--- src/rtl/tcrs_pkg.sv ---
// Shared types, constants and color tables for the terrain color ramp shader.
`timescale 1ns / 1ps

package tcrs_pkg;

   typedef logic [16:0] tcrs_color_type;

   typedef enum logic [2:0] {
      KIND_WATER,
      KIND_WHITE,
      KIND_SEG1,
      KIND_SEG2,
      KIND_SEG3,
      KIND_SEG4
   } tcrs_kind_type;

   typedef struct packed {
      tcrs_color_type [2:0] base;
      logic [2:0][17:0]     diff;
      logic [15:0]          weight;
      logic [31:0]          sun;
   } tcrs_work_type;

   localparam int QUEUE_DEPTH = 4;
   localparam int QUEUE_PTR_W = $clog2(QUEUE_DEPTH);

   localparam logic [19:0] TH_SEG1 = 20'd24576;
   localparam logic [19:0] TH_SEG2 = 20'd53248;
   localparam logic [19:0] TH_SEG3 = 20'd57344;
   localparam logic [19:0] TH_SEG4 = 20'd73728;

   localparam logic signed [15:0] SUN_X = 16'sd14301;
   localparam logic signed [15:0] SUN_Y = 16'sd7151;
   localparam logic signed [15:0] SUN_Z = 16'sd3575;

   localparam logic [17:0] RECIP6 = 18'd174762;
   localparam logic [17:0] RECIP7 = 18'd149796;

   localparam tcrs_color_type RAMP_COL [5][3] = '{
      '{17'd9830,  17'd19661, 17'd9830},
      '{17'd19661, 17'd29491, 17'd19661},
      '{17'd32768, 17'd32768, 17'd22938},
      '{17'd26214, 17'd23593, 17'd21627},
      '{17'd72090, 17'd72090, 17'd72090}
   };

   localparam tcrs_color_type WATER_COL [3] = '{17'd16384, 17'd26870, 17'd57672};

   localparam logic [7:0] ALPHA = 8'hFF;

endpackage

--- src/rtl/tcrs_front.sv ---
// Front pipeline: classify height, form blend weight, sunlight and ramp colors.
`timescale 1ns / 1ps

module tcrs_front import tcrs_pkg::*; (
   input  logic          clock,
   input  logic          reset,
   input  logic          in_valid,
   output logic          in_ready,
   input  logic [15:0]   height,
   input  logic [15:0]   normal_x,
   input  logic [15:0]   normal_y,
   input  logic [15:0]   normal_z,
   output logic          out_valid,
   input  logic          out_ready,
   output tcrs_work_type out_work
);

   logic advance;

   logic                 s1_valid_ff, s2_valid_ff, s3_valid_ff;
   tcrs_kind_type        s1_kind_ff, s2_kind_ff;
   logic [18:0]          s1_num_ff, s2_num_ff;
   logic [12:0]          s1_wf_ff;
   logic signed [31:0]   s1_px_ff, s1_py_ff, s1_pz_ff;
   logic [16:0]          s2_quot_ff;
   logic [31:0]          s2_sun_ff;
   tcrs_work_type        s3_work_ff;

   tcrs_kind_type        s1_kind_in;
   logic [18:0]          s1_num_in;
   logic [12:0]          s1_wf_in;
   logic signed [31:0]   s1_px_in, s1_py_in, s1_pz_in;
   logic [16:0]          s2_quot_in;
   logic [31:0]          s2_sun_in;
   tcrs_work_type        s3_work_in;

   logic [19:0]          h20, base, hdiff;
   logic signed [19:0]   hs, d_raw;
   logic [11:0]          d_clip;
   logic [36:0]          recip_prod;
   logic signed [33:0]   dot, sun_full;
   logic [2:0]           divisor;
   logic [19:0]          qd, rem;
   logic [16:0]          quot;

   assign advance   = !s3_valid_ff || out_ready;
   assign in_ready  = advance;
   assign out_valid = s3_valid_ff;
   assign out_work  = s3_work_ff;

   always_comb begin
      h20   = {1'b0, height[14:0], 4'b0} + {3'b0, height[14:0], 2'b0};
      hs    = {{4{height[15]}}, height};
      d_raw = 20'sd4096 + (hs <<< 2) + (hs <<< 1);
      d_clip   = d_raw[19] ? 12'd0 : d_raw[11:0];
      s1_wf_in = 13'd4096 + {1'b0, d_clip};
      base = 20'd0;
      if (height[15]) begin
         s1_kind_in = KIND_WATER;
      end else if (h20 < TH_SEG1) begin
         s1_kind_in = KIND_SEG1;
      end else if (h20 < TH_SEG2) begin
         s1_kind_in = KIND_SEG2;
         base = TH_SEG1;
      end else if (h20 < TH_SEG3) begin
         s1_kind_in = KIND_SEG3;
         base = TH_SEG2;
      end else if (h20 < TH_SEG4) begin
         s1_kind_in = KIND_SEG4;
         base = TH_SEG3;
      end else begin
         s1_kind_in = KIND_WHITE;
      end
      hdiff = h20 - base;
      if (s1_kind_in == KIND_WATER || s1_kind_in == KIND_WHITE) begin
         s1_num_in = 19'd0;
      end else begin
         s1_num_in = {hdiff[14:0], 4'b0};
      end
      s1_px_in = $signed(normal_x) * SUN_X;
      s1_py_in = $signed(normal_y) * SUN_Y;
      s1_pz_in = $signed(normal_z) * SUN_Z;
   end

   always_comb begin
      recip_prod = s1_num_ff * ((s1_kind_ff == KIND_SEG2) ? RECIP7 : RECIP6);
      unique case (s1_kind_ff)
         KIND_SEG1, KIND_SEG2: s2_quot_in = recip_prod[36:20];
         KIND_SEG3:            s2_quot_in = s1_num_ff[16:0];
         KIND_SEG4:            s2_quot_in = s1_num_ff[18:2];
         default:              s2_quot_in = 17'd0;
      endcase
      dot      = s1_px_ff + s1_py_ff + s1_pz_ff;
      sun_full = 34'sd268435456 - dot;
      if (s1_kind_ff == KIND_WATER) begin
         s2_sun_in = {4'b0, s1_wf_ff, 15'b0};
      end else begin
         s2_sun_in = sun_full[31:0];
      end
   end

   always_comb begin
      divisor = (s2_kind_ff == KIND_SEG2) ? 3'd7 : 3'd6;
      qd      = s2_quot_ff * divisor;
      rem     = {1'b0, s2_num_ff} - qd;
      quot    = s2_quot_ff;
      if ((s2_kind_ff == KIND_SEG1 || s2_kind_ff == KIND_SEG2) && rem >= {17'd0, divisor}) begin
         quot = s2_quot_ff + 17'd1;
      end
      s3_work_in.sun    = s2_sun_ff;
      s3_work_in.weight = quot[15:0];
      for (int c = 0; c < 3; c++) begin
         unique case (s2_kind_ff)
            KIND_WATER: begin
               s3_work_in.base[c] = WATER_COL[c];
               s3_work_in.diff[c] = 18'd0;
            end
            KIND_SEG1: begin
               s3_work_in.base[c] = RAMP_COL[0][c];
               s3_work_in.diff[c] = {1'b0, RAMP_COL[1][c]} - {1'b0, RAMP_COL[0][c]};
            end
            KIND_SEG2: begin
               s3_work_in.base[c] = RAMP_COL[1][c];
               s3_work_in.diff[c] = {1'b0, RAMP_COL[2][c]} - {1'b0, RAMP_COL[1][c]};
            end
            KIND_SEG3: begin
               s3_work_in.base[c] = RAMP_COL[2][c];
               s3_work_in.diff[c] = {1'b0, RAMP_COL[3][c]} - {1'b0, RAMP_COL[2][c]};
            end
            KIND_SEG4: begin
               s3_work_in.base[c] = RAMP_COL[3][c];
               s3_work_in.diff[c] = {1'b0, RAMP_COL[4][c]} - {1'b0, RAMP_COL[3][c]};
            end
            default: begin
               s3_work_in.base[c] = RAMP_COL[4][c];
               s3_work_in.diff[c] = 18'd0;
            end
         endcase
      end
   end

   always_ff @(posedge clock) begin
      if (reset) begin
         s1_valid_ff <= 1'b0;
         s2_valid_ff <= 1'b0;
         s3_valid_ff <= 1'b0;
      end else if (advance) begin
         s1_valid_ff <= in_valid;
         s2_valid_ff <= s1_valid_ff;
         s3_valid_ff <= s2_valid_ff;
      end
   end

   always_ff @(posedge clock) begin
      if (advance) begin
         s1_kind_ff <= s1_kind_in;
         s1_num_ff  <= s1_num_in;
         s1_wf_ff   <= s1_wf_in;
         s1_px_ff   <= s1_px_in;
         s1_py_ff   <= s1_py_in;
         s1_pz_ff   <= s1_pz_in;
         s2_kind_ff <= s1_kind_ff;
         s2_num_ff  <= s1_num_ff;
         s2_quot_ff <= s2_quot_in;
         s2_sun_ff  <= s2_sun_in;
         s3_work_ff <= s3_work_in;
      end
   end

`ifndef SYNTHESIS
   a_stall_hold: assert property (@(posedge clock) disable iff (reset)
      (s3_valid_ff && !out_ready) |=> (s3_valid_ff && $stable(s3_work_ff)))
      else $error("front stage 3 item changed while stalled");
`endif

endmodule

--- config.mk ---
export PLATFORM = sky130hd
export DESIGN_NAME = tcrs_front
export DESIGN_NICKNAME = d
export VERILOG_FILES = /design/src/rtl/tcrs_pkg.sv /design/src/rtl/tcrs_front.sv
export SDC_FILE = /design/constraint.sdc
export NUM_CORES = 2
export LEC_CHECK = 0
export ABC_AREA = 1
export BUFFER_PORTS_ARGS = -buffer_cell sky130_fd_sc_hd__buf_2
export CAP_MARGIN = 40
export CORE_MARGIN = 3
export CORE_UTILIZATION = 32
export DETAILED_ROUTE_END_ITERATION = 7
export HOLD_SLACK_MARGIN = 0.15
export MAX_ROUTING_LAYER = met4
export SLEW_MARGIN = 30
export SYNTH_ARGS = -nofsm -noshare
export SYNTH_HDL_FRONTEND = slang
export SYNTH_SLANG_ARGS = --single-unit
--- constraint.sdc ---
create_clock -name clock -period 6.3 [get_ports clock]
set_input_delay 0.315 -clock clock [delete_from_list [all_inputs] [get_ports clock]]
set_output_delay 0.315 -clock clock [all_outputs]
set_load 0.03 [all_outputs]
==> metrics.md <==
| Metric | Value |
|---|---|
| Outcome | complete, no violations |
| Tot GR Track Use | 15.9% |
| Cell count after synthesis | 4192 |
| Layout cell share with drive strength beyond 1 | 7.46% |
| Final setup fails | 0 |
| Yosys reg bits | 273 |
| Crit-path max FO | 14 |
| Synth area leaders | fa_1 29%, edfxtp_1 21%, ha_1 16%, inv_1 11%, nand2_1 5.8% |
| Placed Cells incl. Taps | 5996 |
| # IOs | 223 |
| Synthesized area per cell | 9.18 sq um |
| CTS tree | done |
| Vias in the first global route | 28500 |
| CP Data Arrival Time | 6.31 ns |
| Most frequent cells in the layout | 1167 x inv_1, 596 x nand2_1, 558 x fa_1 |
| YS warnings | 0 |
| Max transition margin | 45.2% |
| Number of max-cap violations | 0 |
| DPL Wire Length | 83500 um |
| Peak Freq | 166 MHz |
| CTS Root Cell | clkbuf_16 |
| Total Routed Length | 94500 um |
| Total CTS buffers | 34 |
| Layout Skew | 0.0167 ns |
| Slowest CP cell | fa_1 |
| Worst setup SP type | flop |
| Asr flop ratio synth | 0% |
| Actual slew at the worst max-slew pin | 0.822 ns |
| Post-synth EDFFs | 270 |
| Remaining DRCs | 0 |
| Worst setup EP type | flop |
| TritonRoute pass-1 iters | 6 |
| Sequential share of the synthesized area | 21.2% |
| TNS Setup | 0 ns |
| IO Port Bufs | 219 |
| Clock latency on the worst-skew pair | 0.55 ns |
| DRT iter0 DRCs | 1425 |
| Cell Rows | 126 |
| Most Frequent Cell on Critical Path | fa_1 |
| Hold WC Path Type | input pin to flop |
| Ys flop type | edfxtp_1 |
| Area leader, netlist | fa_1 |
| Clock sink count | 273 |
| Hold_ws | 0.226 ns |
| Commonest non-fill, non-tap cell in the layout | inv_1 |
| H-tree Lvls | 2 |
| Crit-path max cell delay | 0.56 ns |
| Full die area | 124000 sq um |
| DR vias | 27200 |
| DR WL/cell | 15.6 um |
| Die X | 353 um |
| Core area | 119000 sq um |
| Antenna violations before repair | 3 |
| Initial Util | 32.4% |
| Tcrit/Tclk final | 95.5% |
| Distinct cells, synth | 49 |
| Gr ovfl total | 0 |
| Fin util | 35.9% |
| Vert. Die Dim | 353 um |
| Crit Path Category | flop to flop |
| Vias per Instance | 4.48 |
| Final Hold Viols | 0 |
| Minimum clock period | 6.02 ns |
| Layout Nets | 5571 |
| First-pass GRT wire length | 153000 um |
| Max clock buf depth | 3 |
| Crit path required time | 6.59 ns |
| Final Max Slew Viols | 0 |
| Post-Layout Cell Count | 6069 |
| Cell Area, Synth | 38500 sq um |
| Clock transition at path regs | 0.06 ns |
| Crit path cell chain | nand3_2 > clkinvlp_4 > nor2_1 > ha_1 > inv_1 > fa_1 > fa_1 > inv_1 > fa_1 > fa_1 > inv_1 > fa_1 > inv_1 > ha_1 > nand2_1 > nor3_1 > a21oi_1 > o21ai_0 > nand2_1 > nand2_1 > o21ai_0 |
| Largest net degree at the start of global routing | 67 |
| RD Place Congestion | 0.922 |
| Area grow syn2layout | 10.8% |
| Post-synth top area share | 29.0% |
| Detail Route Antenna Nets | 0 |
per-layer routing:
layer | global-route usage [%] | part of all wire [%] | vias up
met5 | - | 0 | -
met4 | 3.67 | 2.4 | 0
met1 | 19.9 | 44 | 13200
met3 | 1.29 | 3.4 | 114
li1 | - | - | 13400
met2 | 27.8 | 51 | 491
worst max-delay path, delay by kind of cell (launching register included):
kind,cells,cell delay [ns]
fa+ha+maj,7,3.20
buf+inv,5,0.55
flops,1,0.46
simple gates,6,1.07
compound gates,3,0.50
metrics by stage:
stage               instance area [sq um]  setup WS [ns]
floorplan                           38600          0.595
global placement                    41300          0.182
detailed placement                  41400          0.210
CTS                                 42600          0.176
global route                        42600       -0.00991
finish                              42600          0.281
logic make-up after synthesis:
logic type | count (synthesis) | share of synthesized area, %
adders and majority gates | 1060 | 45.4
buffers and inverters | 1255 | 12.9
other | 2 | 0.0195
DFF | 273 | 21.2
xor gates and xnor gates | 132 | 3.01
AOI/OAI and AO/OA | 425 | 6.12
and+or+nand+nor | 1045 | 11.3
area by class of cell:
class | instances | area [sq um]
tap | 1600 | 2000
fill | 12200 | 76100
multi-input combinational | 2701 | 25500
antenna | 3 | 7.51
sequential | 273 | 8170
clock buffer | 39 | 891
timing repair buffer | 261 | 1450
clock inverter | 20 | 234
inverter | 1172 | 4410
timing repair:
item | CTS | global route
endpoints found under the hold margin | 10 | 0
setup endpoints to repair | 0 | 11
hold buffers | 9 | 0
setup buffers | 0 | 2
gates resized for setup | 0 | 2
path summary, 6_finish.rpt:
check | startpoint | end | slack (ns) | cells after the start
worst min-delay path | height[15] | s1_kind_ff[1] | 0.23 | 2
worst min register to register | s2_sun_ff[17] | out_work[17] | 0.41 | 0
worst max-delay path | s1_kind_ff[1] | s2_quot_ff[12] | 0.28 | 21
worst max register to register | s1_kind_ff[1] | s2_quot_ff[12] | 0.28 | 21
state kept, by name (all words and copies together), names as in the netlist, 3 cells and up:
register    cells
s1_num_ff      13
s1_pz_ff       29
s1_wf_ff       11
s2_num_ff      13
s2_quot_ff     17
s1_kind_ff      3
s1_py_ff       30
s1_px_ff       31
s2_sun_ff      32
s2_kind_ff      3
out_work       88
synthesized netlist by cell type, drive strengths merged (3+ instances only):
library cell     n
or2             12
a21o            16
nor2           220
inv           1171
o22ai           11
and2             5
nand2          601
xnor2           42
nand3b           3
o21bai          20
clkbuf          11
nand4           34
nor3            25
xor2            90
edfxtp         270
buf             72
nand3          135
o31ai            5
a21boi          10
o211ai           6
dfxtp            3
ha             502
fa             558
nor4             9
o21ai          123
o21a             5
a21oi          202
a31oi           21
Power is not shown: default switching activity piles up to over one toggle a cycle in this logic, so the estimate is an artifact.
