--- config.mk ---
export PLATFORM = sky130hd
export DESIGN_NAME = tcrs_queue
export DESIGN_NICKNAME = d
export VERILOG_FILES = /design/src/rtl/tcrs_pkg.sv /design/src/rtl/tcrs_queue.sv
export SDC_FILE = /design/constraint.sdc
export NUM_CORES = 1
export LEC_CHECK = 0
export BUFFER_PORTS_ARGS = -buffer_cell sky130_fd_sc_hd__buf_2
export CORE_ASPECT_RATIO = 0.8
export CORE_MARGIN = 2
export CORE_UTILIZATION = 50
export CTS_CLUSTER_DIAMETER = 200
export DETAILED_ROUTE_END_ITERATION = 10
export PLACE_DENSITY = 0.71
export RECOVER_POWER = 25
export SLEW_MARGIN = 20
export SYNTH_ARGS = -nofsm -noshare
export SYNTH_HDL_FRONTEND = slang
export SYNTH_SLANG_ARGS = --single-unit
--- constraint.sdc ---
create_clock -name clock -period 5.3 [get_ports clock]
set_input_delay 0.53 -clock clock [delete_from_list [all_inputs] [get_ports clock]]
set_output_delay 0.53 -clock clock [all_outputs]
set_load 0.1 [all_outputs]
--- src/rtl/tcrs_pkg.sv ---
// Shared types, constants and color tables for the terrain color ramp shader.
`timescale 1ns / 1ps

package tcrs_pkg;

   typedef logic [16:0] tcrs_color_type;

   typedef enum logic [2:0] {
      KIND_WATER,
      KIND_WHITE,
      KIND_SEG1,
      KIND_SEG2,
      KIND_SEG3,
      KIND_SEG4
   } tcrs_kind_type;

   typedef struct packed {
      tcrs_color_type [2:0] base;
      logic [2:0][17:0]     diff;
      logic [15:0]          weight;
      logic [31:0]          sun;
   } tcrs_work_type;

   localparam int QUEUE_DEPTH = 4;
   localparam int QUEUE_PTR_W = $clog2(QUEUE_DEPTH);

   localparam logic [19:0] TH_SEG1 = 20'd24576;
   localparam logic [19:0] TH_SEG2 = 20'd53248;
   localparam logic [19:0] TH_SEG3 = 20'd57344;
   localparam logic [19:0] TH_SEG4 = 20'd73728;

   localparam logic signed [15:0] SUN_X = 16'sd14301;
   localparam logic signed [15:0] SUN_Y = 16'sd7151;
   localparam logic signed [15:0] SUN_Z = 16'sd3575;

   localparam logic [17:0] RECIP6 = 18'd174762;
   localparam logic [17:0] RECIP7 = 18'd149796;

   localparam tcrs_color_type RAMP_COL [5][3] = '{
      '{17'd9830,  17'd19661, 17'd9830},
      '{17'd19661, 17'd29491, 17'd19661},
      '{17'd32768, 17'd32768, 17'd22938},
      '{17'd26214, 17'd23593, 17'd21627},
      '{17'd72090, 17'd72090, 17'd72090}
   };

   localparam tcrs_color_type WATER_COL [3] = '{17'd16384, 17'd26870, 17'd57672};

   localparam logic [7:0] ALPHA = 8'hFF;

endpackage

--- src/rtl/tcrs_queue.sv ---
// Small FIFO decoupling the front pipeline from the back pipeline.
`timescale 1ns / 1ps

module tcrs_queue import tcrs_pkg::*; (
   input  logic          clock,
   input  logic          reset,
   input  logic          wr_valid,
   output logic          wr_ready,
   input  tcrs_work_type wr_work,
   output logic          rd_valid,
   input  logic          rd_ready,
   output tcrs_work_type rd_work
);

   tcrs_work_type          entry_ff [QUEUE_DEPTH];
   logic [QUEUE_PTR_W-1:0] wr_ptr_ff, rd_ptr_ff, wr_ptr_in, rd_ptr_in;
   logic [QUEUE_PTR_W:0]   count_ff, count_in;
   logic                   wr_fire, rd_fire;

   assign wr_ready = (count_ff != QUEUE_DEPTH[QUEUE_PTR_W:0]);
   assign rd_valid = (count_ff != '0);
   assign rd_work  = entry_ff[rd_ptr_ff];
   assign wr_fire  = wr_valid && wr_ready;
   assign rd_fire  = rd_valid && rd_ready;

   always_comb begin
      wr_ptr_in = wr_fire ? wr_ptr_ff + 1'b1 : wr_ptr_ff;
      rd_ptr_in = rd_fire ? rd_ptr_ff + 1'b1 : rd_ptr_ff;
      count_in  = count_ff;
      if (wr_fire && !rd_fire) begin
         count_in = count_ff + 1'b1;
      end else if (!wr_fire && rd_fire) begin
         count_in = count_ff - 1'b1;
      end
   end

   always_ff @(posedge clock) begin
      if (reset) begin
         wr_ptr_ff <= '0;
         rd_ptr_ff <= '0;
         count_ff  <= '0;
      end else begin
         wr_ptr_ff <= wr_ptr_in;
         rd_ptr_ff <= rd_ptr_in;
         count_ff  <= count_in;
      end
   end

   always_ff @(posedge clock) begin
      if (wr_fire) begin
         entry_ff[wr_ptr_ff] <= wr_work;
      end
   end

`ifndef SYNTHESIS
   a_count_bound: assert property (@(posedge clock) disable iff (reset)
      count_ff <= QUEUE_DEPTH[QUEUE_PTR_W:0])
      else $error("queue count beyond depth");
   a_count_up: assert property (@(posedge clock) disable iff (reset)
      (wr_fire && !rd_fire) |=> (count_ff == $past(count_ff) + 1'b1))
      else $error("queue count did not advance on write");
   a_ptr_match: assert property (@(posedge clock) disable iff (reset)
      (count_ff == '0 || count_ff == QUEUE_DEPTH[QUEUE_PTR_W:0]) |-> (wr_ptr_ff == rd_ptr_ff))
      else $error("queue pointers disagree with count");
`endif

endmodule

==> results of run 1 <==
==> sequential cells by signal, indices dropped and copies added (netlist names), named ones only <==
name / flops
count_ff: 3
entry_ff: 612
rd_ptr_ff: 2
wr_ptr_ff: 2
==> placed cells by master, fill, tap and decap left out, drive strengths merged, types with 2 or more instances in the layout <==
master,Yosys,routed
clkbuf,7,173
inv,3,4
ha,5,5
mux2i,2,2
edfxtp,612,612
nor2,8,8
or3,2,2
clkinv,0,19
mux4,153,153
xor2,4,4
and2,4,4
nand2b,2,2
dfxtp,9,9
bufinv,0,5
buf,28,227
diode,0,8
==> worst min path at each step <==
stage                      start          endpoint  slack, ps  cells after the start
global placement    wr_ptr_ff[1]      wr_ptr_ff[1]        510                      2
detailed placement  rd_ptr_ff[0]      rd_ptr_ff[0]        520                      2
finish               wr_work[63]   entry_ff[0][63]        160                      1
global route        wr_work[135]  entry_ff[2][135]        140                      1
CTS                   wr_work[3]    entry_ff[1][3]        110                      1
floorplan           wr_ptr_ff[1]      wr_ptr_ff[1]        480                      2
==> worst max-delay path, delay by kind of cell, from the launching register on <==
family	cells	cell delay (ps)
muxes	1	390
DFF	1	540
buffers and inverters	2	1050
==> synth_stat cells <==
master	count	area, µm²
sky130_fd_sc_hd__inv_1	3	11.3
sky130_fd_sc_hd__mux4_2	153	3450
sky130_fd_sc_hd__nand2b_1	2	12.5
sky130_fd_sc_hd__o311ai_0	1	8.76
sky130_fd_sc_hd__dfxtp_1	9	180
sky130_fd_sc_hd__clkbuf_1	7	26.3
sky130_fd_sc_hd__nor2_1	8	30.0
sky130_fd_sc_hd__buf_1	2	7.51
sky130_fd_sc_hd__xor2_1	4	35.0
sky130_fd_sc_hd__ha_1	5	62.6
sky130_fd_sc_hd__mux2i_1	2	20.0
sky130_fd_sc_hd__edfxtp_1	612	18400
sky130_fd_sc_hd__a21oi_1	1	5.00
sky130_fd_sc_hd__buf_2	17	85.1
sky130_fd_sc_hd__or3_1	2	12.5
sky130_fd_sc_hd__o21ai_0	1	5.00
sky130_fd_sc_hd__fa_1	1	20.0
sky130_fd_sc_hd__nand2_1	1	3.75
sky130_fd_sc_hd__mux2_2	1	11.3
sky130_fd_sc_hd__a21boi_2	1	11.3
sky130_fd_sc_hd__o31ai_1	1	7.51
sky130_fd_sc_hd__and2_1	4	25.0
sky130_fd_sc_hd__buf_6	9	101
==> area by class of cell <==
type,count,area (µm²),area share (%)
clock inverter,25,243,0.918
sequential,621,18600,70.2
multi-input combinational,188,3730,14.1
tap,603,754,2.85
inverter,3,11.3,0.0426
antenna,8,20.0,0.0757
timing repair buffer,325,1630,6.15
clock buffer,75,1490,5.65
==> through the flow <==
step | setup WS [ps] | hold slack, ps | area, µm² | util [%]
CTS | 2010 | 112 | 26500 | 59.7
floorplan | 430 | 482 | 22500 | -
global route | 1920 | 142 | 26400 | 59.4
global placement | 2620 | 506 | 24800 | 55.8
detailed placement | 2600 | 519 | 24800 | 55.8
finish | 2000 | 160 | 26400 | 59.5
==> cell families after synthesis <==
kind of cell | synth area share (%)
DFF | 82.5
muxes | 15.5
buffers and inverters | 1.03
and+or+nand+nor | 0.372
adders and majority gates | 0.367
AOI/OAI and AO/OA | 0.167
xor gates and xnor gates | 0.156
==> per-layer routing <==
metal  vias up  track usage, %
met5         -               0
met4        10            5.19
met3        79            6.62
met2       299            27.0
met1      5218            25.3
li1       4377               -
==> impl_summary.md, run 1 <==
Clock tree
TritonCTS created 57 clock buffers. The maximum level of the CTS H-tree is 2. TritonCTS built the clock tree.

The largest buffer count on any clock path is 3. Buffers inserted to repair hold after CTS numbered 0. Buffers added to address setup during post-CTS repair amount to 0. The total of cells resized after clock tree synthesis is 0. The root cell of the clock tree is sky130_fd_sc_hd__clkbuf_16. For the worst-skew pair, the clock arrives at the later sink with an insertion delay of 590 ps. The clock slew at the register clock pins of the worst setup and hold paths is 60 ps.

The clock net in this run drives a total of 621 sinks.

Cells and area
The number of non-filler instances in the completed layout is 1,848. The layout has 3,155 filler cells. After the last flow step, the layout net total stands at 1,359. Compared with the post-synthesis result, the final layout area differs by 17.5%. In the final layout, the share of cells above drive strength 1 is 37.1%.

Timing
The count of final max-slew check failures is 0. The highest achievable clock rate is 0.303 GHz. The minimum clock period after layout is 3300 ps.

The final cycle utilization of the critical path is 62.2%. For the pin with the worst max-slew slack, the measured transition is 950 ps. Headroom to the max-slew limit came out at 36.7%. The count of final hold-check violations was 0. Clock skew on the completed layout was measured at 8.82 ps.

The final count of negative-setup-slack endpoints is 0. Setup repair after global routing left no endpoint under its margin. The sum of negative setup slack is 0 ps.

Global route
The overall routing resource usage is 18.1%. Entering global routing, the biggest net connects 136 pins. The number of global-route vias before repair is 10.4k. The initial antenna violation count is 11.

The overflow left after global routing is 0. The first global-routing pass estimated 63,000 µm of wire.

Floorplanning
The floorplan step set the die width to 241 µm. The die height is 194 µm. The core region is 44,500 µm². The initial core utilization is 50.6%. In this run the core area contains 69 standard-cell rows.

312 I/O pins were placed. The die covers 46,700 µm².

Yosys
The cell area that synthesis handed to floorplanning was 22,500 µm². The number of library cell types mapped by synthesis is 23. The total of flip-flops plus latches after synthesis is 621. The number of nets in the synthesized netlist is 1,010. During synthesis, Yosys emitted a total of 0 warnings. The proportion of synthesized chip area in sequential cells is 82.5%. The cell count after synthesis is 847. The average size of a mapped cell is 26.6 µm².

Place
The HPWL after detailed placement is 25,000 µm. Counting tap cells, the placed design contains a total of 1,740 instances. The congestion estimate from routability-driven global placement came to 0.729. The count of buffers from port buffering is 311.

Worst setup path
The setup check on the worst reg-to-reg path leaves a slack of 2690 ps. The timing endpoint of the critical path is rd_work[82]. The signal on the critical path passes through buf_12 -> mux4_2 -> buf_2.

STA puts the critical path data arrival time at 2770 ps. The endpoint identified for the worst register-to-register timing path is entry_ff[2][79]. The number of cells on the worst reg-to-reg path is 4. In this run the critical register-to-register path is launched from count_ff[0]. The critical path in this run is classified as register to output port. The worst setup path is captured at an output port. The maximum single-stage delay on the critical path is 610 ps. Data on the critical path is required at its endpoint by 4770 ps.

The kind of start point of the critical path is a register. The slowest stage of the critical path belongs to the cell sky130_fd_sc_hd__buf_12. The maximum fanout count along the critical path is 135.

Routing
The final layout contains routed wiring with a total length of 41,800 µm. The routed length per instance is 22.6 µm. The first TritonRoute pass finished after 5 iterations. The count of vias placed by the detailed router is 9,983.

The uppermost signal routing layer after detailed routing is met5. Detailed routing placed a total of 4090 µm of wire on met3. The number of DRC markers in iteration 0 is 684. The routed design uses 19,500 µm of met2 wire. The number of design rule violations left after detail routing is 0. After detailed routing, the wire length on met1 is 17,200 µm. In the routed layout, each cell is associated on average with a via count of 5.40. Once detail routing completed, the nets flagged for antenna violations numbered 0.

Hold path
The tightest min-delay check is of the input port to register type.

Flow run
The max-cap violation count is 0.

Status
The flow ran to the end, and the final reports show no timing, DRC or antenna violations.
Power of run 1 is left out: the tool's default activity adds up to more than one toggle a clock period on the data nets, which glitch-free logic cannot reach.
==> run 2, diff against run 1 <==
--- a/config.mk
+++ b/config.mk
@@ -5,6 +5,7 @@
 export SDC_FILE = /design/constraint.sdc
 export NUM_CORES = 1
 export LEC_CHECK = 0
+export ABC_AREA = 1
 export BUFFER_PORTS_ARGS = -buffer_cell sky130_fd_sc_hd__buf_2
 export CORE_ASPECT_RATIO = 0.8
 export CORE_MARGIN = 2
==> constraint.sdc (replaced) <==
create_clock -name clock -period 3.09 [get_ports clock]
set_input_delay 0.309 -clock clock [delete_from_list [all_inputs] [get_ports clock]]
set_output_delay 0.309 -clock clock [all_outputs]
set_load 0.1 [all_outputs]
==> impl_summary.md, run 2 <==
Status
The run finished with clean final reports.

Cells and area
The register with the most flip-flops in the final layout is entry_ff. In the layout the commonest cells are 612 x sky130_fd_sc_hd__edfxtp_1, 315 x sky130_fd_sc_hd__nor2_1, 288 x sky130_fd_sc_hd__o21ai_0. The number of flip-flops under the largest register name is 612 (unchanged). Compared with the post-synthesis result, the final layout area differs by 23.7%. The number of nets in the layout is 2,162 (+59%). The largest registers in the layout are entry_ff: 612 flops, count_ff: 3 flops.

The fraction of final layout cells sized beyond drive strength 1 came to 16.1% (-21 points). Leaving out fill and tap cells, the most frequent cell in the layout is sky130_fd_sc_hd__edfxtp_1.

Routing
The remaining antenna violation count is 0 (unchanged). The number of DRC markers in iteration 0 is 974 (+42%). The wire length after detailed routing is 51,600 µm (+23%). The iteration count of the initial detailed-routing pass was 5 (unchanged). The via count normalized by instance count is 5.46 (+1.1%).

The count of vias placed by the detailed router is 14.5k (+45%). The number of design rule violations left after detail routing was 0 (unchanged). The routed length per instance is 19.4 µm (-14%).

Yosys
The fraction of post-synthesis cell area in the top cell type by area is 79.3% (-2.3 points). The library cell with the largest summed area after synthesis is sky130_fd_sc_hd__edfxtp_1. The commonest cells after synthesis are 612 x sky130_fd_sc_hd__edfxtp_1, 320 x sky130_fd_sc_hd__nor2_1, 288 x sky130_fd_sc_hd__o21ai_0, 153 x sky130_fd_sc_hd__o22ai_1, 40 x sky130_fd_sc_hd__clkbuf_1.

The most used flip-flop cell after synthesis is sky130_fd_sc_hd__edfxtp_1. The synthesized netlist net count is 1,710 (+69%). The average size of a mapped cell is 15.0 µm² (-44%). The number of synthesized flops with an enable pin is 612 (unchanged). The total of flip-flops plus latches after synthesis is 621 (unchanged). Sorting the synthesized cells by area gives the leading types as sky130_fd_sc_hd__edfxtp_1 79%, sky130_fd_sc_hd__o21ai_0 6.2%, sky130_fd_sc_hd__nor2_1 5.2%. The cell area after technology mapping came to 23,200 µm² (+2.9%). The Yosys warning count is 0 (unchanged).

The number of library cell types mapped by synthesis is 22 (-4.3%). The most common cell in the synthesized netlist is sky130_fd_sc_hd__edfxtp_1. The share of async-settable or async-resettable flops after synthesis came to 0% (unchanged). The cell count after synthesis is 1,547 (+83%). The proportion of synthesized chip area in sequential cells came to 80.1% (-2.4 points).

Floorplanning
The I/O pin count came to 312 (unchanged). The total die area is 48,100 µm² (+2.9%). The initial core utilization is 50.7% (+0.053 points).

The die height is 197 µm (+1.4%). The die extent in x is 245 µm (+1.4%). The total number of placement rows was 70 (+1.4%).

The core box area is 45,700 µm² (+2.8%).

Clock tree
The clock slew at the register clock pins of the worst setup and hold paths is 60 ps (about the same). The insertion delay to the later sink of the worst-skew pair is 590 ps (about the same). The number of sinks on the clock net was 621 (unchanged). The TritonCTS clock tree is done. The number of buffers added by the clock tree synthesis step is 58 (+1.8%).

The maximum level of the CTS H-tree is 2 (unchanged). The largest buffer count on any clock path is 3 (unchanged). The cell sitting at the root of the clock tree is a sky130_fd_sc_hd__clkbuf_16.

Pwr
The sequential group share of total power is 35.2%. The clock network fraction of total power is 22.7%. The switching component of the power is 0.0136 W. The analysis attributes to cell leakage a power of 9.82 nW. The worst vdd rail ir drop is 1.08 mV. In this run the power density over the cells is 1040 nW/µm².

Per report_power, the combinational group accounts for 42.0% of the total. The internal power is 0.0161 W. Net switching is 45.9% of the power.

The final total power is 0.0297 W.

Flow run
The max-cap violation count came to 0 (unchanged).

Global route
The wire length of the first global-routing pass is 79,300 µm (+26%). The initial antenna violation count is 2 (-9). The overall routing resource usage was 21.0% (+3.0 points). The number of global-route vias before repair was 14.6k (+40%).

The overflow left after global routing is 0 (unchanged). The maximum number of pins on one net before global-route repair came to 153 (+13%).

Timing
The final clock skew is 11.9 ps (+3.10 ps). The worst slew margin relative to its limit is 53.6% (+17 points). The worst-margin pin slew was 696 ps (-254 ps). The minimum clock period after layout is 2910 ps.

The final cycle utilization of the critical path is 94.3%. The count of final hold-check violations is 0 (unchanged). The worst setup margin is 175 ps (-1830 ps). Setup repair after global routing left no endpoint under its margin. The highest achievable clock rate is 0.343 GHz.

The count of final max-slew check failures is 0 (unchanged). The final count of negative-setup-slack endpoints was 0 (unchanged).

Worst setup path
The required time at the worst-slack endpoint is 2780 ps (-1990 ps). The worst setup path is launched from a register. STA classifies the critical path endpoint as an output port. The maximum fanout count along the critical path is 83 (-39%). The arrival time at the worst endpoint came to 2610 ps (-160 ps).

The class of the most critical setup path is register to output port.

Place
The post-place setup slack was 461 ps (-2140 ps). The placer congestion estimate is 0.779 (+6.9%). The HPWL after detailed placement was 27,300 µm (+9.2%). The count of buffers from port buffering came to 311 (unchanged).

Hold path
The worst min-delay path class is input port to register.
==> run 2: cell type report <==
class                      instances  area (µm²)
timing repair buffer             492        3490
antenna                            2        5.00
fill                            3339       17100
tap                              612         766
sequential                       621       18600
inverter                          16        70.1
multi-input combinational        810        3960
clock inverter                    23         201
clock buffer                      80        1600
==> run 2: logic make-up (layout without fill, tap and decap cells) <==
logic type,count (synthesis),in the layout,share of synthesized area [%]
DFF,621,621,80.1
other,0,2,0
xor gates and xnor gates,1,1,0.0378
and+or+nand+nor,340,340,5.55
AOI/OAI and AO/OA,463,463,10.8
buffers and inverters,116,611,3.12
adders and majority gates,6,6,0.356
==> run 2: path summary, 6_finish.rpt <==
check        slack (ps)           end          from  cells past startpoint
max                 180   rd_work[29]      register                      5
max reg2reg        1210   count_ff[1]   count_ff[0]                      9
min reg2reg         480      register  rd_ptr_ff[1]                      2
min                  80  wr_ptr_ff[1]      wr_valid                      4
==> run 2: power groups by stage <==
stage	Combinational [W]	Sequential [W]	Clock [W]
6_report	0.0125	0.0105	0.00676
5_1_grt	0.0130	0.0105	0.00720
4_1_cts	0.0125	0.0105	0.00689
3_5_place_dp	0.0123	0.0107	0
3_3_place_gp	0.0122	0.0106	0
2_1_floorplan	0.0102	0.0106	0
==> run 2: critical path: stages, from the launching register on <==
cell and delay (ps):
sky130_fd_sc_hd__dfxtp_4 380, sky130_fd_sc_hd__inv_8 370, sky130_fd_sc_hd__buf_4 380, sky130_fd_sc_hd__o21ai_0 150, sky130_fd_sc_hd__o22ai_1 210, sky130_fd_sc_hd__buf_2 470
==> run 2: through the flow <==
stage	hold slack (ps)	instances	util (%)	TNS (ps)	area, µm²
after floorplan	372	1547	-	-185310	23200
after global placement	484	2394	55.5	0	25400
after detailed placement	477	2394	55.5	0	25400
after CTS	57.0	2653	62.9	0	28700
after global routing	95.7	2655	62.7	0	28700
final	83.1	2656	62.7	0	28700
==> run 2: what timing repair did <==
item | in CTS | in global routing
setup buffers | 0 | 1
endpoints found under the hold margin | 617 | 0
gates cloned | 0 | 0
resized for setup | 1 | 5
setup endpoints to repair | 50 | 25
hold buffers | 156 | 0
==> run 2: layer usage <==
layer	global-route usage (%)	wire [µm]
met2	34.8	25400
met4	6.03	954
met3	5.27	4050
met5	0	13
met1	27.9	21100
Note: power is estimated with default switching activity, not from simulation.
==> run 3, diff against run 2 <==
--- a/config.mk
+++ b/config.mk
@@ -5,7 +5,6 @@
 export SDC_FILE = /design/constraint.sdc
 export NUM_CORES = 1
 export LEC_CHECK = 0
-export ABC_AREA = 1
 export BUFFER_PORTS_ARGS = -buffer_cell sky130_fd_sc_hd__buf_2
 export CORE_ASPECT_RATIO = 0.8
 export CORE_MARGIN = 2
==> impl_summary.md, run 3 (synthesis gave the netlist of run 1 again) <==
Clock tree
The total of cells resized after clock tree synthesis came to 0 (-1). The number of sinks on the clock net is 621 (unchanged). The clock slew at the register clock pins of the worst setup and hold paths is 60 ps (about the same). The number of buffers added by the clock tree synthesis step was 57 (-1.7%). The largest buffer count on any clock path came to 3 (unchanged). The insertion delay to the later sink of the worst-skew pair is 590 ps (about the same). TritonCTS built the clock tree. In this run the clock root is driven by a sky130_fd_sc_hd__clkbuf_16. The maximum level of the CTS H-tree was 2 (unchanged).

Timing
The minimum clock period after layout is 2730 ps (-183 ps). The final clock skew is 12.8 ps (+0.857 ps). The minimum hold slack is 143 ps (+60.4 ps).

The highest achievable clock rate is 0.366 GHz (+6.7%). The worst-margin pin slew is 642 ps (-53.9 ps). The worst slew margin relative to its limit is 57.2% (+3.6 points). The sum of negative setup slack is 0 ps (unchanged). Setup repair after global routing left no endpoint under its margin. The count of final max-slew check failures is 0 (unchanged). The worst setup margin is 359 ps (+183 ps). The final count of negative-setup-slack endpoints is 0 (unchanged).

The final cycle utilization of the critical path is 88.4% (-5.9 points). The count of final hold-check violations came to 0 (unchanged).

Cells and area
The most frequent standard cell in the layout excluding fill and tap cells is sky130_fd_sc_hd__edfxtp_1. The number of nets in the layout is 1,532 (-29%). The signed area change from the synthesized netlist to the final layout is 25.3%. The register name with the most flops is entry_ff. The number of flip-flops under the largest register name is 612 (unchanged). The top cell types in the final layout, fill and taps aside, are 612 x sky130_fd_sc_hd__edfxtp_1, 218 x sky130_fd_sc_hd__buf_2, 154 x sky130_fd_sc_hd__dlygate4sd3_1. The final instance area is 28,200 µm² (-1.6%).

The largest registers in the layout are entry_ff: 612 flops, count_ff: 3 flops. The fraction of final layout cells sized beyond drive strength 1 is 34.6% (+18 points).

Floorplanning
The total die area is 46,700 µm² (-2.8%). The core box area is 44,500 µm² (-2.8%). The I/O pin count came to 312 (unchanged). The die height was 194 µm (-1.4%). The total number of placement rows is 69 (-1.4%). The die extent in x is 241 µm (-1.4%). The initial core utilization is 50.6% (-0.053 points).

Global route
The fraction of met1 tracks used by global routing is 26.3% (-1.5 points). The number of global-route vias before repair came to 11.5k (-21%). The global-route met3 utilization is 5.55% (+0.28 points). The overflow left after global routing is 0 (unchanged).

The layer flagged by global routing as most heavily used is met2. The fraction of met2 tracks used by global routing was 30.5% (-4.3 points). The wire length of the first global-routing pass is 67,300 µm (-15%).

The overall routing resource usage came to 19.1% (-1.9 points). The maximum number of pins on one net before global-route repair was 74 (-52%). The initial antenna violation count came to 5 (+3).

Worst setup path
STA classifies the critical path startpoint as a register. The worst setup path is captured at an output port. The required time at the worst-slack endpoint is 2780 ps (about the same). The maximum fanout count along the critical path came to 29 (-65%). The class of the most critical setup path is register to output port. The arrival time at the worst endpoint is 2420 ps (-190 ps).

Place
The post-place setup slack was 841 ps (+380 ps). The HPWL after detailed placement is 25,700 µm (-5.9%). The count of buffers from port buffering is 311 (unchanged). The placer congestion estimate is 0.726 (-6.9%). The post-detailed-placement cell area is 25,000 µm² (-1.3%).

Routing
The remaining antenna violation count came to 0 (unchanged). The via count normalized by instance count was 5.29 (-3.2%). The wire length after detailed routing is 43,800 µm (-15%). The iteration count of the initial detailed-routing pass is 5 (unchanged). The number of DRC markers in iteration 0 is 697 (-28%). The count of vias placed by the detailed router is 10.7k (-26%). The routed length per instance is 21.7 µm (+12%).

The number of design rule violations left after detail routing was 0 (unchanged).

Pwr
The clock network fraction of total power was 22.6% (about the same). The combinational share of power is 41.3% (-0.7 points). The leakage component of the power is 9.31 nW (-5.2%). The switching component of the power is 0.0125 W (-8.2%).

The fraction of power spent switching nets is 43.2% (-2.7 points). The worst vdd rail ir drop is 0.829 mV (-24%). The sequential group share of total power is 36.1% (+0.9 points). The power per standard cell area is 1030 nW/µm² (-0.85%).

The internal power is 0.0165 W (+2.5%).

Hold path
The tightest min-delay check is of the input port to register type.

Status
The run finished with clean final reports.

Flow run
The max-cap violation count is 0 (unchanged).
-- run 3: cell count changes in the layout (fill, tap and decap cells not counted), sizes merged, moves of 3 or more --
cell    previous run  this run
and2               0         4
clkinv            19        29
nor2             320         8
nand3              4         0
xor2               1         4
inv               16         3
buf              238       251
o22ai            153         0
mux4               0       153
nand2             15         1
o21ai            307         1
clkbuf           178       160
-- run 3: layer usage --
layer / routed length [µm] / up-vias
met1: 18200 / 5536
met4: 672 / 2
met5: 14 / -
li1: - / 4718
met3: 3590 / 50
met2: 21300 / 374
-- run 3: area by class of cell --
| class | instances | area [µm²] |
|---|---|---|
| Sequential cell | 621 | 18600 |
| Fill cell | 2954 | 16300 |
| Multi-Input combinational cell | 188 | 3730 |
| Timing Repair Buffer | 498 | 3420 |
| Clock buffer | 67 | 1460 |
| Tap cell | 603 | 754 |
| Clock inverter | 35 | 260 |
| Inverter | 3 | 11.3 |
| Antenna cell | 4 | 10.0 |
-- run 3: critical path: stages (launching register included) --
cell and delay, ps:
sky130_fd_sc_hd__dfxtp_4 390, sky130_fd_sc_hd__buf_12 250, sky130_fd_sc_hd__buf_12 270, sky130_fd_sc_hd__mux4_2 570
sky130_fd_sc_hd__buf_2 320
-- run 3: through the flow --
step / total power, W / utilization [%] / cells
5_1_grt: 0.0300 / 63.4 / 2019
3_3_place_gp: 0.0225 / 56.3 / 1759
6_report: 0.0290 / 63.4 / 2019
4_1_cts: 0.0293 / 63.7 / 2015
3_5_place_dp: 0.0226 / 56.3 / 1759
2_1_floorplan: 0.0207 / - / 847
-- run 3: worst paths after layout --
kind,startpoint,slack (ps),cells after the start,to
max,register,360,4,rd_work[121]
min,rd_ready,140,4,rd_ptr_ff[0]
max reg2reg,count_ff[0],830,8,count_ff[2]
min reg2reg,wr_ptr_ff[1],520,2,wr_ptr_ff[1]
-- run 3: timing repair --
action	4_1_cts	5_1_grt
endpoints found under the hold margin	619	0
setup buffers	0	0
hold buffers	154	0
-- run 3: power groups by stage --
| stage | Sequential, W | Combinational [W] | Clock, W |
|---|---|---|---|
| final | 0.0105 | 0.0120 | 0.00656 |
| after detailed placement | 0.0107 | 0.0119 | 0 |
| after global routing | 0.0105 | 0.0124 | 0.00705 |
| after CTS | 0.0105 | 0.0121 | 0.00672 |
| after floorplan | 0.0106 | 0.0101 | 0 |
| after global placement | 0.0106 | 0.0119 | 0 |
